File: config.mk
export PLATFORM = sky130hd
export DESIGN_NAME = rfst_queue
export DESIGN_NICKNAME = d
export VERILOG_FILES = /design/src/hdl/rfst_pkg.sv /design/src/hdl/rfst_queue.sv
export SDC_FILE = /design/constraint.sdc
export NUM_CORES = 1
export LEC_CHECK = 0
export BUFFER_PORTS_ARGS = -buffer_cell sky130_fd_sc_hd__buf_2
export CORE_UTILIZATION = 40
export DETAILED_ROUTE_END_ITERATION = 6
export GPL_TIMING_DRIVEN = 0
export SLEW_MARGIN = 40
export SYNTH_ARGS = -nofsm -noshare
export SYNTH_HDL_FRONTEND = slang
export SYNTH_SLANG_ARGS = --single-unit
File: constraint.sdc
create_clock -name clk -period 11.98 [get_ports clk]
set_input_delay 0.599 -clock clk [delete_from_list [all_inputs] [get_ports clk]]
set_output_delay 0.599 -clock clk [all_outputs]
set_load 0.01 [all_outputs]
File: src/hdl/rfst_pkg.sv
`timescale 1ns / 1ps
// ----------------------------------------------------------------------------
// rfst_pkg : shared types and constants of the store trace unit
// Request and status codes, queue command and result layouts.
// ----------------------------------------------------------------------------
package rfst_pkg;

	// request kinds carried on the input tuser
	typedef enum logic [2:0] {
		REQ_STORE  = 3'd0,
		REQ_ARM    = 3'd1,
		REQ_DISARM = 3'd2,
		REQ_CLEAR  = 3'd3,
		REQ_READ   = 3'd4
	} rfst_req_type_t;

	// response status codes
	typedef enum logic [1:0] {
		STAT_OK    = 2'd0,
		STAT_FULL  = 2'd1,
		STAT_EMPTY = 2'd2
	} rfst_status_t;

	// work handed from front to back
	typedef enum logic [1:0] {
		CMD_LOG   = 2'd0,
		CMD_ACK   = 2'd1,
		CMD_CLEAR = 2'd2,
		CMD_READ  = 2'd3
	} rfst_kind_t;

	localparam int          PHYS_W     = 29;
	localparam logic [28:0] DEFAULT_LO = 29'h0000_7568;
	localparam logic [28:0] DEFAULT_HI = 29'h0000_756C;

	localparam int QUEUE_DEPTH = 4;
	localparam int QPW         = $clog2(QUEUE_DEPTH);
	localparam int QCW         = $clog2(QUEUE_DEPTH + 1);

	typedef struct packed {
		logic [63:0] seq;
		logic [31:0] addr;
		logic [31:0] value;
		logic [31:0] pc;
		logic [31:0] ra;
		logic [31:0] frame;
		logic [7:0]  context_byte;
		logic [2:0]  size;
	} rfst_entry_t;

	typedef struct packed {
		logic [2:0]  req_type;
		logic [31:0] store_addr;
		logic [31:0] store_value;
		logic [31:0] store_pc;
		logic [31:0] store_ra;
		logic [2:0]  store_size;
		logic [31:0] frame_number;
		logic [7:0]  context_byte;
		logic [31:0] range_lo;
		logic [31:0] range_hi;
		logic [6:0]  read_count;
	} rfst_req_t;

	typedef struct packed {
		rfst_kind_t  kind;
		logic [1:0]  status;
		logic [3:0]  slot;
		logic [6:0]  read_count;
		rfst_entry_t entry;
	} rfst_cmd_t;

	typedef struct packed {
		logic [1:0]  status;
		logic [3:0]  slot;
		rfst_entry_t entry;
		logic        last;
	} rfst_result_t;

endpackage

File: src/hdl/rfst_queue.sv
`timescale 1ns / 1ps
// ----------------------------------------------------------------------------
// rfst_queue : command queue between front and back
// A short register queue so that either side can stall on its own.
// ----------------------------------------------------------------------------
module rfst_queue import rfst_pkg::*; (
	input  logic      clk,
	input  logic      arst_n,
	input  logic      push,
	input  rfst_cmd_t push_cmd,
	output logic      full,
	input  logic      pop,
	output logic      valid,
	output rfst_cmd_t head
);

	rfst_cmd_t      slots_q [QUEUE_DEPTH];
	logic [QPW-1:0] wr_q;
	logic [QPW-1:0] rd_q;
	logic [QCW-1:0] count_q;

	assign full  = (count_q == QCW'(QUEUE_DEPTH));
	assign valid = (count_q != '0);
	assign head  = slots_q[rd_q];

	// store the pushed command
	always_ff @(posedge clk) begin
		if (push) begin
			slots_q[wr_q] <= push_cmd;
		end
	end

	// advance pointers and occupancy
	always_ff @(posedge clk or negedge arst_n) begin
		if (!arst_n) begin
			wr_q    <= '0;
			rd_q    <= '0;
			count_q <= '0;
		end else begin
			if (push) begin
				wr_q <= (wr_q == QPW'(QUEUE_DEPTH - 1)) ? '0 : wr_q + QPW'(1);
			end
			if (pop) begin
				rd_q <= (rd_q == QPW'(QUEUE_DEPTH - 1)) ? '0 : rd_q + QPW'(1);
			end
			if (push && !pop) begin
				count_q <= count_q + QCW'(1);
			end else if (pop && !push) begin
				count_q <= count_q - QCW'(1);
			end
		end
	end

endmodule

==> qor.yml <==
outcome:
  status: "finished, final reports clean"
worst_setup_path:
  cpLargestDelayFamily: "buffers and inverters"
  cpMostUsedCell: "buf_2"
  critical_path.max_stage_delay_ns: 0.46
  cp_slowest_cell: "buf_2"
  crit_type: "register to output pin"
  reg2regPathDepth: 8
  rr_startpoint: "wr_q[1]"
  setup.worst_path.end_class: "output pin"
  reg2reg_to: "slots_q[1][114]"
  crit_fanout: 10
  crit_arrival_ns: 2.73
  required_ns: 11.38
  path_buf_inv: 4
  cp-start-kind: "register"
  crit_chain: "buf_2 -> buf_2 -> buf_2 -> mux4_2 -> buf_2"
  path_depth: 5
  reg2reg_slack_ns: 9.28
yosys:
  syn-num-nets: 1604
  yosys.area.top_type: "edfxtp_1"
  synth_most_common_cell: "edfxtp_1"
  synth_area_leaders: "edfxtp_1 (82%), mux4_2 (15%), buf_6 (0.65%), dfrtp_1 (0.48%), buf_2 (0.40%)"
  syn_inst: 1343
  async_reset_ff_frac: 0.00695
  yosysUniqueCellTypes: 18
  synthFlopType: "edfxtp_1"
  yosys-top-cells-count: "edfxtp_1 (1000), mux4_2 (250), buf_2 (29), buf_6 (21), dfrtp_1 (7)"
  synth_edf_count: 1000
  ys_ff_latch: 1007
  synth.cell_area_um2: 36500
  yosysWarnings: 0
  synth_top_area_share: 0.823
  syn_area_per_cell_um2: 27.2
  seq_area_frac_synth: 0.828
drt:
  drc_errors: 0
  via_per_inst: 5.06
  vias: 16440
  wl_per_cell_um: 23.8
  drt.antenna.violating_nets: 0
  routed_wl_mm: 77.4
  dr.pass1.iters: 5
  drt-initial-drc-count: 930
timing:
  fin_setup_tns_ns: 0
  finClkSkew_ns: 0.0206
  setup_viol: 0
  fmax_ghz: 0.300
  rsz0062_at_grt: "false"
  min_period_ns: 3.33
  slew_violations: 0
  worst_pin_slew_ns: 0.753
  relSlewSlack: 0.498
  finalHoldViolations: 0
  post-route-period-util: 0.278
clock_network:
  cts.sinks: 1007
  cts_tree: "yes"
  ctsResizeCount: 0
  insertion_delay_ns: 0.67
  htreeDepth: 3
  cts.path.max_buffers: 3
  path_clk_slew_ns: 0.06
  cts_buffers: 103
  postCtsSetupBuffers: 0
  hold_buffers: 1
  root_buffer: "clkbuf_16"
hold_path:
  min_from: "push_cmd[242]"
  min_path_type: "input pin to register"
  whs_path_depth: 1
  hold_path_end: "slots_q[0][242]"
global_route:
  grt_pass1_vias: 17739
  grt.overflow.total: 0
  grt_max_degree: 35
  grt_pass1_wl_mm: 115
  grt_usage: 0.169
  grt_antenna_before_repair: 31
floorplanning:
  ioPinCount: 506
  core_um2: 90100
  rows: 110
  initial_core_util: 0.405
  die_area_um2: 92400
  fp.dieW_um: 304
  die_h_um: 304
job:
  maxCapViolCount: 0
placed_design:
  io_buffers: 505
  dp.cells: 3057
  gp_congestion: 0.724
  dp_hpwl_mm: 52.0
finish:
  nets: 2248
  final_core_util: 0.493
  n_fill_cell: 7273
  syn2layout_area_growth_pct: 21.8
  layout-drive-gt1-share: 0.478
  fin_cells: 3249
pwr:
  power.density_nw_per_um2: 245
  peakVddDrop_v: 0.000156
  p_leak_nw: 15.1
## per-layer routing
layer / track usage / up-vias / share of wire
met3: 0.0738 / 152 / 0.092
met1: 0.200 / 8598 / 0.38
met5: 0 / - / 0.0038
met4: 0.0447 / 46 / 0.019
met2: 0.280 / 465 / 0.50
li1: - / 7179 / -
## layout by cell type, fill, tap and decap left out, drive strengths merged, types with 6 or more instances in the layout
cell    netlist  layout
edfxtp     1000    1000
buf          50     588
mux4        250     250
clkbuf        6     136
clkinv        0      38
inv           4      10
diode         0       7
bufinv        0       7
dfrtp         7       7
ha            6       6
## how the worst max path moves through the flow
stage	startpoint	to
floorplan	wr_q[0]	slots_q[2][0]
global placement	push	slots_q[3][112]
detailed placement	push	slots_q[1][115]
CTS	rd_q[1]	head[74]
global route	rd_q[1]	head[179]
finish	rd_q[1]	head[74]
## layout make-up
type | instances | area, um2 | area share
sequential | 1007 | 30200 | 0.680
tap | 1176 | 1470 | 0.0331
buffer | 56 | 404 | 0.00910
inverter | 4 | 15.0 | 0.000338
antenna | 7 | 17.5 | 0.000394
timing repair buffer | 539 | 3210 | 0.0723
clock buffer | 130 | 2740 | 0.0617
clock inverter | 54 | 502 | 0.0113
multi-input combinational | 276 | 5860 | 0.132
## state kept, by name (all words and copies together) (netlist names)
name	cells
wr_q	2
slots_q	1000
rd_q	2
count_q	3
## worst reg2reg max path, stage by stage, from the launching register on
cell,delay (ns)
dfrtp_1,0.40
inv_1,0.12
ha_1,0.17
and2_4,0.34
buf_12,0.25
buf_12,0.23
buf_12,0.29
buf_12,0.26
buf_12,0.29
## cells by family after synthesis
group                    Yosys count  share of synthesized area
multiplexers                     253                      0.155
adder cells (fa/ha/maj)            7                    0.00261
buffers and inverters             60                     0.0115
XOR/XNOR                           3                   0.000720
AND/OR/NAND/NOR                   11                    0.00158
AO/OA/AOI/OAI                      2                   0.000274
flip-flops                      1007                      0.828
## power breakdown
part | leakage [nW] | switching (mW) | total [mW] | internal [mW]
combinational | 4.22 | 1.77 | 3.22 | 1.45
clock | 1.59 | 1.29 | 3.07 | 1.77
sequential | 9.27 | 0.109 | 4.61 | 4.50
total | 15.1 | 3.17 | 10.9 | 7.72
## stage by stage
| step | area, um2 | setup slack (ns) | power [mW] | hold slack (ns) |
|---|---|---|---|---|
| after CTS | 44400 | 8.42 | 11.1 | 0.0747 |
| after detailed placement | 41200 | 9.07 | 8.01 | 0.439 |
| after global placement | 40500 | -0.271 | 8.17 | 0.437 |
| final | 44400 | 8.65 | 10.9 | 0.135 |
| after floorplan | 36500 | 5.05 | 6.75 | 0.303 |
| after global routing | 44400 | 8.40 | 11.4 | 0.0815 |
Note: power is estimated with default switching activity, not from simulation.
