**config.mk**
```make
export PLATFORM = sky130hd
export DESIGN_NAME = rfst_front
export DESIGN_NICKNAME = d
export VERILOG_FILES = /design/src/hdl/rfst_pkg.sv /design/src/hdl/rfst_front.sv
export SDC_FILE = /design/constraint.sdc
export NUM_CORES = 2
export LEC_CHECK = 0
export BUFFER_PORTS_ARGS = -buffer_cell sky130_fd_sc_hd__buf_2
export CAP_MARGIN = 15
export CORE_UTILIZATION = 35
export DETAILED_ROUTE_END_ITERATION = 7
export SLEW_MARGIN = 20
export SYNTH_ARGS = -nofsm -noshare
export SYNTH_HDL_FRONTEND = slang
export SYNTH_SLANG_ARGS = --single-unit
```
**constraint.sdc**
```tcl
create_clock -name clk -period 5.5 [get_ports clk]
set_input_delay 0.275 -clock clk [delete_from_list [all_inputs] [get_ports clk]]
set_output_delay 0.275 -clock clk [all_outputs]
set_load 0.01 [all_outputs]
```
**src/hdl/rfst_pkg.sv**
```systemverilog
`timescale 1ns / 1ps
// ----------------------------------------------------------------------------
// rfst_pkg : shared types and constants of the store trace unit
// Request and status codes, queue command and result layouts.
// ----------------------------------------------------------------------------
package rfst_pkg;

	// request kinds carried on the input tuser
	typedef enum logic [2:0] {
		REQ_STORE  = 3'd0,
		REQ_ARM    = 3'd1,
		REQ_DISARM = 3'd2,
		REQ_CLEAR  = 3'd3,
		REQ_READ   = 3'd4
	} rfst_req_type_t;

	// response status codes
	typedef enum logic [1:0] {
		STAT_OK    = 2'd0,
		STAT_FULL  = 2'd1,
		STAT_EMPTY = 2'd2
	} rfst_status_t;

	// work handed from front to back
	typedef enum logic [1:0] {
		CMD_LOG   = 2'd0,
		CMD_ACK   = 2'd1,
		CMD_CLEAR = 2'd2,
		CMD_READ  = 2'd3
	} rfst_kind_t;

	localparam int          PHYS_W     = 29;
	localparam logic [28:0] DEFAULT_LO = 29'h0000_7568;
	localparam logic [28:0] DEFAULT_HI = 29'h0000_756C;

	localparam int QUEUE_DEPTH = 4;
	localparam int QPW         = $clog2(QUEUE_DEPTH);
	localparam int QCW         = $clog2(QUEUE_DEPTH + 1);

	typedef struct packed {
		logic [63:0] seq;
		logic [31:0] addr;
		logic [31:0] value;
		logic [31:0] pc;
		logic [31:0] ra;
		logic [31:0] frame;
		logic [7:0]  context_byte;
		logic [2:0]  size;
	} rfst_entry_t;

	typedef struct packed {
		logic [2:0]  req_type;
		logic [31:0] store_addr;
		logic [31:0] store_value;
		logic [31:0] store_pc;
		logic [31:0] store_ra;
		logic [2:0]  store_size;
		logic [31:0] frame_number;
		logic [7:0]  context_byte;
		logic [31:0] range_lo;
		logic [31:0] range_hi;
		logic [6:0]  read_count;
	} rfst_req_t;

	typedef struct packed {
		rfst_kind_t  kind;
		logic [1:0]  status;
		logic [3:0]  slot;
		logic [6:0]  read_count;
		rfst_entry_t entry;
	} rfst_cmd_t;

	typedef struct packed {
		logic [1:0]  status;
		logic [3:0]  slot;
		rfst_entry_t entry;
		logic        last;
	} rfst_result_t;

endpackage

```
**src/hdl/rfst_front.sv**
```systemverilog
`timescale 1ns / 1ps
// ----------------------------------------------------------------------------
// rfst_front : request classifier and range table
// Matches stores against the armed ranges, arms and disarms ranges, and
// queues the work that the back end carries out.
// ----------------------------------------------------------------------------
module rfst_front import rfst_pkg::*; #(
	parameter int MAX_RANGES = 16
) (
	input  logic      clk,
	input  logic      arst_n,
	input  logic      in_valid,
	output logic      in_ready,
	input  rfst_req_t req,
	input  logic      q_full,
	output logic      q_push,
	output rfst_cmd_t q_cmd
);

	localparam int ACW = $clog2(MAX_RANGES + 1);

	logic [PHYS_W-1:0] watch_lo_q [MAX_RANGES];
	logic [PHYS_W-1:0] watch_hi_q [MAX_RANGES];
	logic [ACW-1:0]    armed_q;

	logic [PHYS_W-1:0] phys;
	logic [PHYS_W:0]   past;
	logic              hit;
	logic              keep;
	logic              arm_ok;
	logic              disarm;
	logic              accept;

	// overlap of the touched bytes with every armed range
	assign phys = req.store_addr[PHYS_W-1:0];
	assign past = {1'b0, phys} + (PHYS_W + 1)'(req.store_size);

	always_comb begin
		hit = 1'b0;
		for (int i = 0; i < MAX_RANGES; i++) begin
			if (ACW'(i) < armed_q && past > {1'b0, watch_lo_q[i]} &&
					phys < watch_hi_q[i]) begin
				hit = 1'b1;
			end
		end
	end

	// classify the request
	always_comb begin
		q_cmd                    = '0;
		q_cmd.kind               = CMD_ACK;
		q_cmd.status             = STAT_OK;
		q_cmd.read_count         = req.read_count;
		q_cmd.entry.addr         = req.store_addr;
		q_cmd.entry.value        = req.store_value;
		q_cmd.entry.pc           = req.store_pc;
		q_cmd.entry.ra           = req.store_ra;
		q_cmd.entry.frame        = req.frame_number;
		q_cmd.entry.context_byte = req.context_byte;
		q_cmd.entry.size         = req.store_size;
		keep   = 1'b0;
		arm_ok = 1'b0;
		disarm = 1'b0;
		case (req.req_type)
			REQ_STORE: begin
				q_cmd.kind = CMD_LOG;
				keep       = hit;
			end
			REQ_ARM: begin
				keep = 1'b1;
				if (armed_q >= ACW'(MAX_RANGES)) begin
					q_cmd.status = STAT_FULL;
				end else if (req.range_lo >= req.range_hi) begin
					q_cmd.status = STAT_EMPTY;
				end else begin
					arm_ok     = 1'b1;
					q_cmd.slot = 4'(armed_q);
				end
			end
			REQ_DISARM: begin
				keep   = 1'b1;
				disarm = 1'b1;
			end
			REQ_CLEAR: begin
				keep       = 1'b1;
				q_cmd.kind = CMD_CLEAR;
			end
			REQ_READ: begin
				keep       = 1'b1;
				q_cmd.kind = CMD_READ;
			end
			default: begin
				keep = 1'b0;
			end
		endcase
	end

	assign in_ready = !q_full;
	assign accept   = in_valid && in_ready;
	assign q_push   = accept && keep;

	// update the range table on an accepted transfer
	always_ff @(posedge clk or negedge arst_n) begin
		if (!arst_n) begin
			for (int i = 0; i < MAX_RANGES; i++) begin
				watch_lo_q[i] <= (i == 0) ? DEFAULT_LO : '0;
				watch_hi_q[i] <= (i == 0) ? DEFAULT_HI : '0;
			end
			armed_q <= ACW'(1);
		end else if (accept) begin
			if (disarm) begin
				armed_q <= '0;
			end
			if (arm_ok) begin
				armed_q <= armed_q + ACW'(1);
				for (int i = 0; i < MAX_RANGES; i++) begin
					if (armed_q == ACW'(i)) begin
						watch_lo_q[i] <= req.range_lo[PHYS_W-1:0];
						watch_hi_q[i] <= req.range_hi[PHYS_W-1:0];
					end
				end
			end
		end
	end

endmodule

```
==> metrics.cfg <==
[routing]
wirelength_um=186000
drcViolationCount=0
drtPass1Iterations=6
drt-initial-drc-count=2696
vias=43100
wl_per_cell_um=22.2
vias_per_cell=5.17
ant_nets=0

[cts]
cts_made_buffers=109
htree_levels=3
cts_tree=yes
clock-root-buffer=clkbuf_16
clock_latency_ns=0.70
clk_pin_slew_ns=0.06
clkSinkCount=933
clockBufferDepth=3

[die]
coreArea_mm2=0.172
dieArea_mm2=0.175
die_y_um=418
rows=152
initial_utilization_pct=35.3
io_pins=501
fp.dieW_um=418

[grt]
grt_antenna_before_repair=13
grt_pass1_vias=44100
gr-total-overflow=0
track_usage_pct=21.1
grt_pass1_wl_um=278000
grt_max_degree=143

[critical_path]
path_class=in2out
cp-start-kind=primary input
end_kind=primary output
arrival_ns=5.05
cp-startpoint=req[210]
cp.required_ns=5.22
worst-path-max-fanout=9
reg2reg_from=armed_q[4]$_DFFE_PN0P_

[finish]
nNetsFinal=7144
final_cell_count_no_fill=8350
area_growth_pct=13.3
fill_cells=16600
drive_gt1_share_pct=19.3

[synth]
async_reset_ff_share_pct=100
avgSynthCellArea_um2=10.6
ys_warn_count=0
synth_edf_count=0
synth.most_common_cell=ha_1
syn_area_mm2=0.0607
ys_ff_latch=933
synth_common_cells=ha_1, inv_1, dfrtp_1, mux2i_1, mux2_2
ys.flop_type=dfrtp_1
yosys-top-cells-area=dfrtp_1, ha_1, mux2_2, mux2i_1, inv_1
yosysTopAreaCell=dfrtp_1
yosysTopAreaCellShare_pct=37.7
ys_types=75
ys_seq_area_share_pct=38.5
syn_inst=5747

[timing]
worstMarginPinSlew_ns=1.09
slew_headroom_pct=26.7
period_share_pct=96.9
setup_viol=0
fin_crit_ns=5.33
finalMaxSlewViolations=0
max_freq_ghz=0.188
worst_clock_skew_ns=0.0186
hold_viol=0

[power_and_ir_drop]
swShare_pct=27.6
power_density_mw_per_mm2=261
leakage_nw=37.7
power.total_mw=18.0
p_comb_share_pct=16.2
internal_power_mw=13.0
pwr-share-seq_pct=40.6
clkPwrFrac_pct=43.2
p_sw_mw=4.95
ir_worst_vdd_mv=0.222

[flow_run]
maxCapViolCount=0

[placed_design]
hpwl_um=133000
io_buffer_count=144
gp_congestion=0.915
dp_cells=8136

[hold_path]
hold_path_class=in2reg
hp-start=req[19]

[outcome]
status=complete, no violations

[registers in the layout (all words and copies together) (netlist names)]
register / count
armed_q: 5
watch_lo_q: 464
watch_hi_q: 464
[power by group through the flow]
| stage | Sequential [mW] | Clock (mW) | Combinational, mW |
|---|---|---|---|
| 6_report | 7.30 | 7.76 | 2.91 |
| 5_1_grt | 7.33 | 8.18 | 3.24 |
| 4_1_cts | 7.30 | 7.91 | 2.90 |
| 3_5_place_dp | 7.42 | 0 | 2.87 |
| 3_3_place_gp | 7.41 | 0 | 2.79 |
| 2_1_floorplan | 7.38 | 0 | 1.74 |
[layout by cell type (no fill, tap or decap), types with 131 or more instances in the layout]
cell | netlist | routed
nand4_1 | 163 | 163
buf_2 | 73 | 143
buf_4 | 244 | 256
mux2_2 | 411 | 411
inv_1 | 938 | 938
dfrtp_1 | 915 | 915
nor2_1 | 137 | 131
o21ai_0 | 156 | 151
nand2_1 | 136 | 135
a21oi_1 | 279 | 277
ha_1 | 950 | 949
mux2i_1 | 450 | 450
a21o_1 | 162 | 162
[cells by family (layout without fill, tap and decap cells)]
family,count (synthesis),in the layout,share of synthesized area (%)
buffers and inverters,1374,1602,10.3
adders and majority gates,951,951,19.6
DFF,933,933,38.5
muxes,930,930,16.5
AOI/OAI and AO/OA,824,824,8.57
and+or+nand+nor,706,706,6.07
xor gates and xnor gates,28,28,0.404
other,1,66,0.00618
[repair_timing]
item                                   CTS  global route
setup endpoints to repair                1             1
gates resized for setup                 19            32
endpoints found under the hold margin   96             0
pin swaps                                3            12
hold buffers                             1             0
setup buffers                            3             3
[path summary, 6_finish.rpt]
| check | endpoint | slack [ns] | depth (start not counted) |
|---|---|---|---|
| hold reg to reg | watch_hi_q[447]$_DFFE_PN1P_ | 0.48 | 2 |
| hold / removal | watch_hi_q[41]$_DFFE_PN0P_ | 0.08 | 3 |
| setup / recovery | q_push | 0.17 | 25 |
| max in group asynchronous | watch_lo_q[414]$_DFFE_PN0P_ | 3.78 | 3 |
| min in group asynchronous | watch_hi_q[49]$_DFFE_PN0P_ | 0.31 | 2 |
| setup reg to reg | watch_lo_q[225]$_DFFE_PN0P_ | 1.93 | 7 |
[metal layers]
layer	vias up	global-route usage, %	share of wire (%)
met5	-	0	0.037
met4	12	9.13	4.5
met3	374	2.74	4.6
met2	1044	34.9	47
met1	21600	27.6	44
li1	20100	-	-
[final cells by class]
cell class / count / area (um2) / area share (%)
inverter: 966 / 3630 / 5.27
sequential: 933 / 23400 / 34.0
tap: 2310 / 2890 / 4.20
clock buffer: 170 / 3290 / 4.79
antenna: 2 / 5.00 / 0.00728
clock inverter: 35 / 554 / 0.806
multi-input combinational: 3503 / 31800 / 46.2
timing repair buffer: 431 / 3250 / 4.72
[stage by stage]
step / hold WS, ns / utilization, % / area, um2 / TNS (ns) / worst slack, ns
after floorplan: -0.0206 / - / 60900 / 0 / 0.576
after global placement: 0.462 / 37.6 / 64600 / -0.638 / -0.638
after detailed placement: 0.456 / 37.6 / 64600 / -0.659 / -0.659
after CTS: 0.0426 / 39.9 / 68600 / 0 / 0.000485
after global routing: 0.0824 / 40.0 / 68800 / -0.0157 / -0.0157
final: 0.0826 / 40.0 / 68800 / 0 / 0.172
[worst max-delay path, cell delays in order]
cell and delay [ns]:
buf_2 0.14, ha_2 0.18, inv_1 0.05, fa_2 0.34, nor2b_2 0.14, o21ai_2 0.09
or2_4 0.32, or3_4 0.42, nor2_2 0.15, nand2_1 0.10, xnor2_2 0.19, buf_6 0.18
buf_4 0.16, ha_1 0.29, a211oi_1 0.21, o21bai_1 0.10, a21oi_1 0.16, nor2b_1 0.09
a2111o_1 0.41, nand3_1 0.11, nand4b_1 0.14, nor4_2 0.35, buf_4 0.17, a21oi_2 0.10
buf_2 0.16
Note: power is estimated with default switching activity, not from simulation.
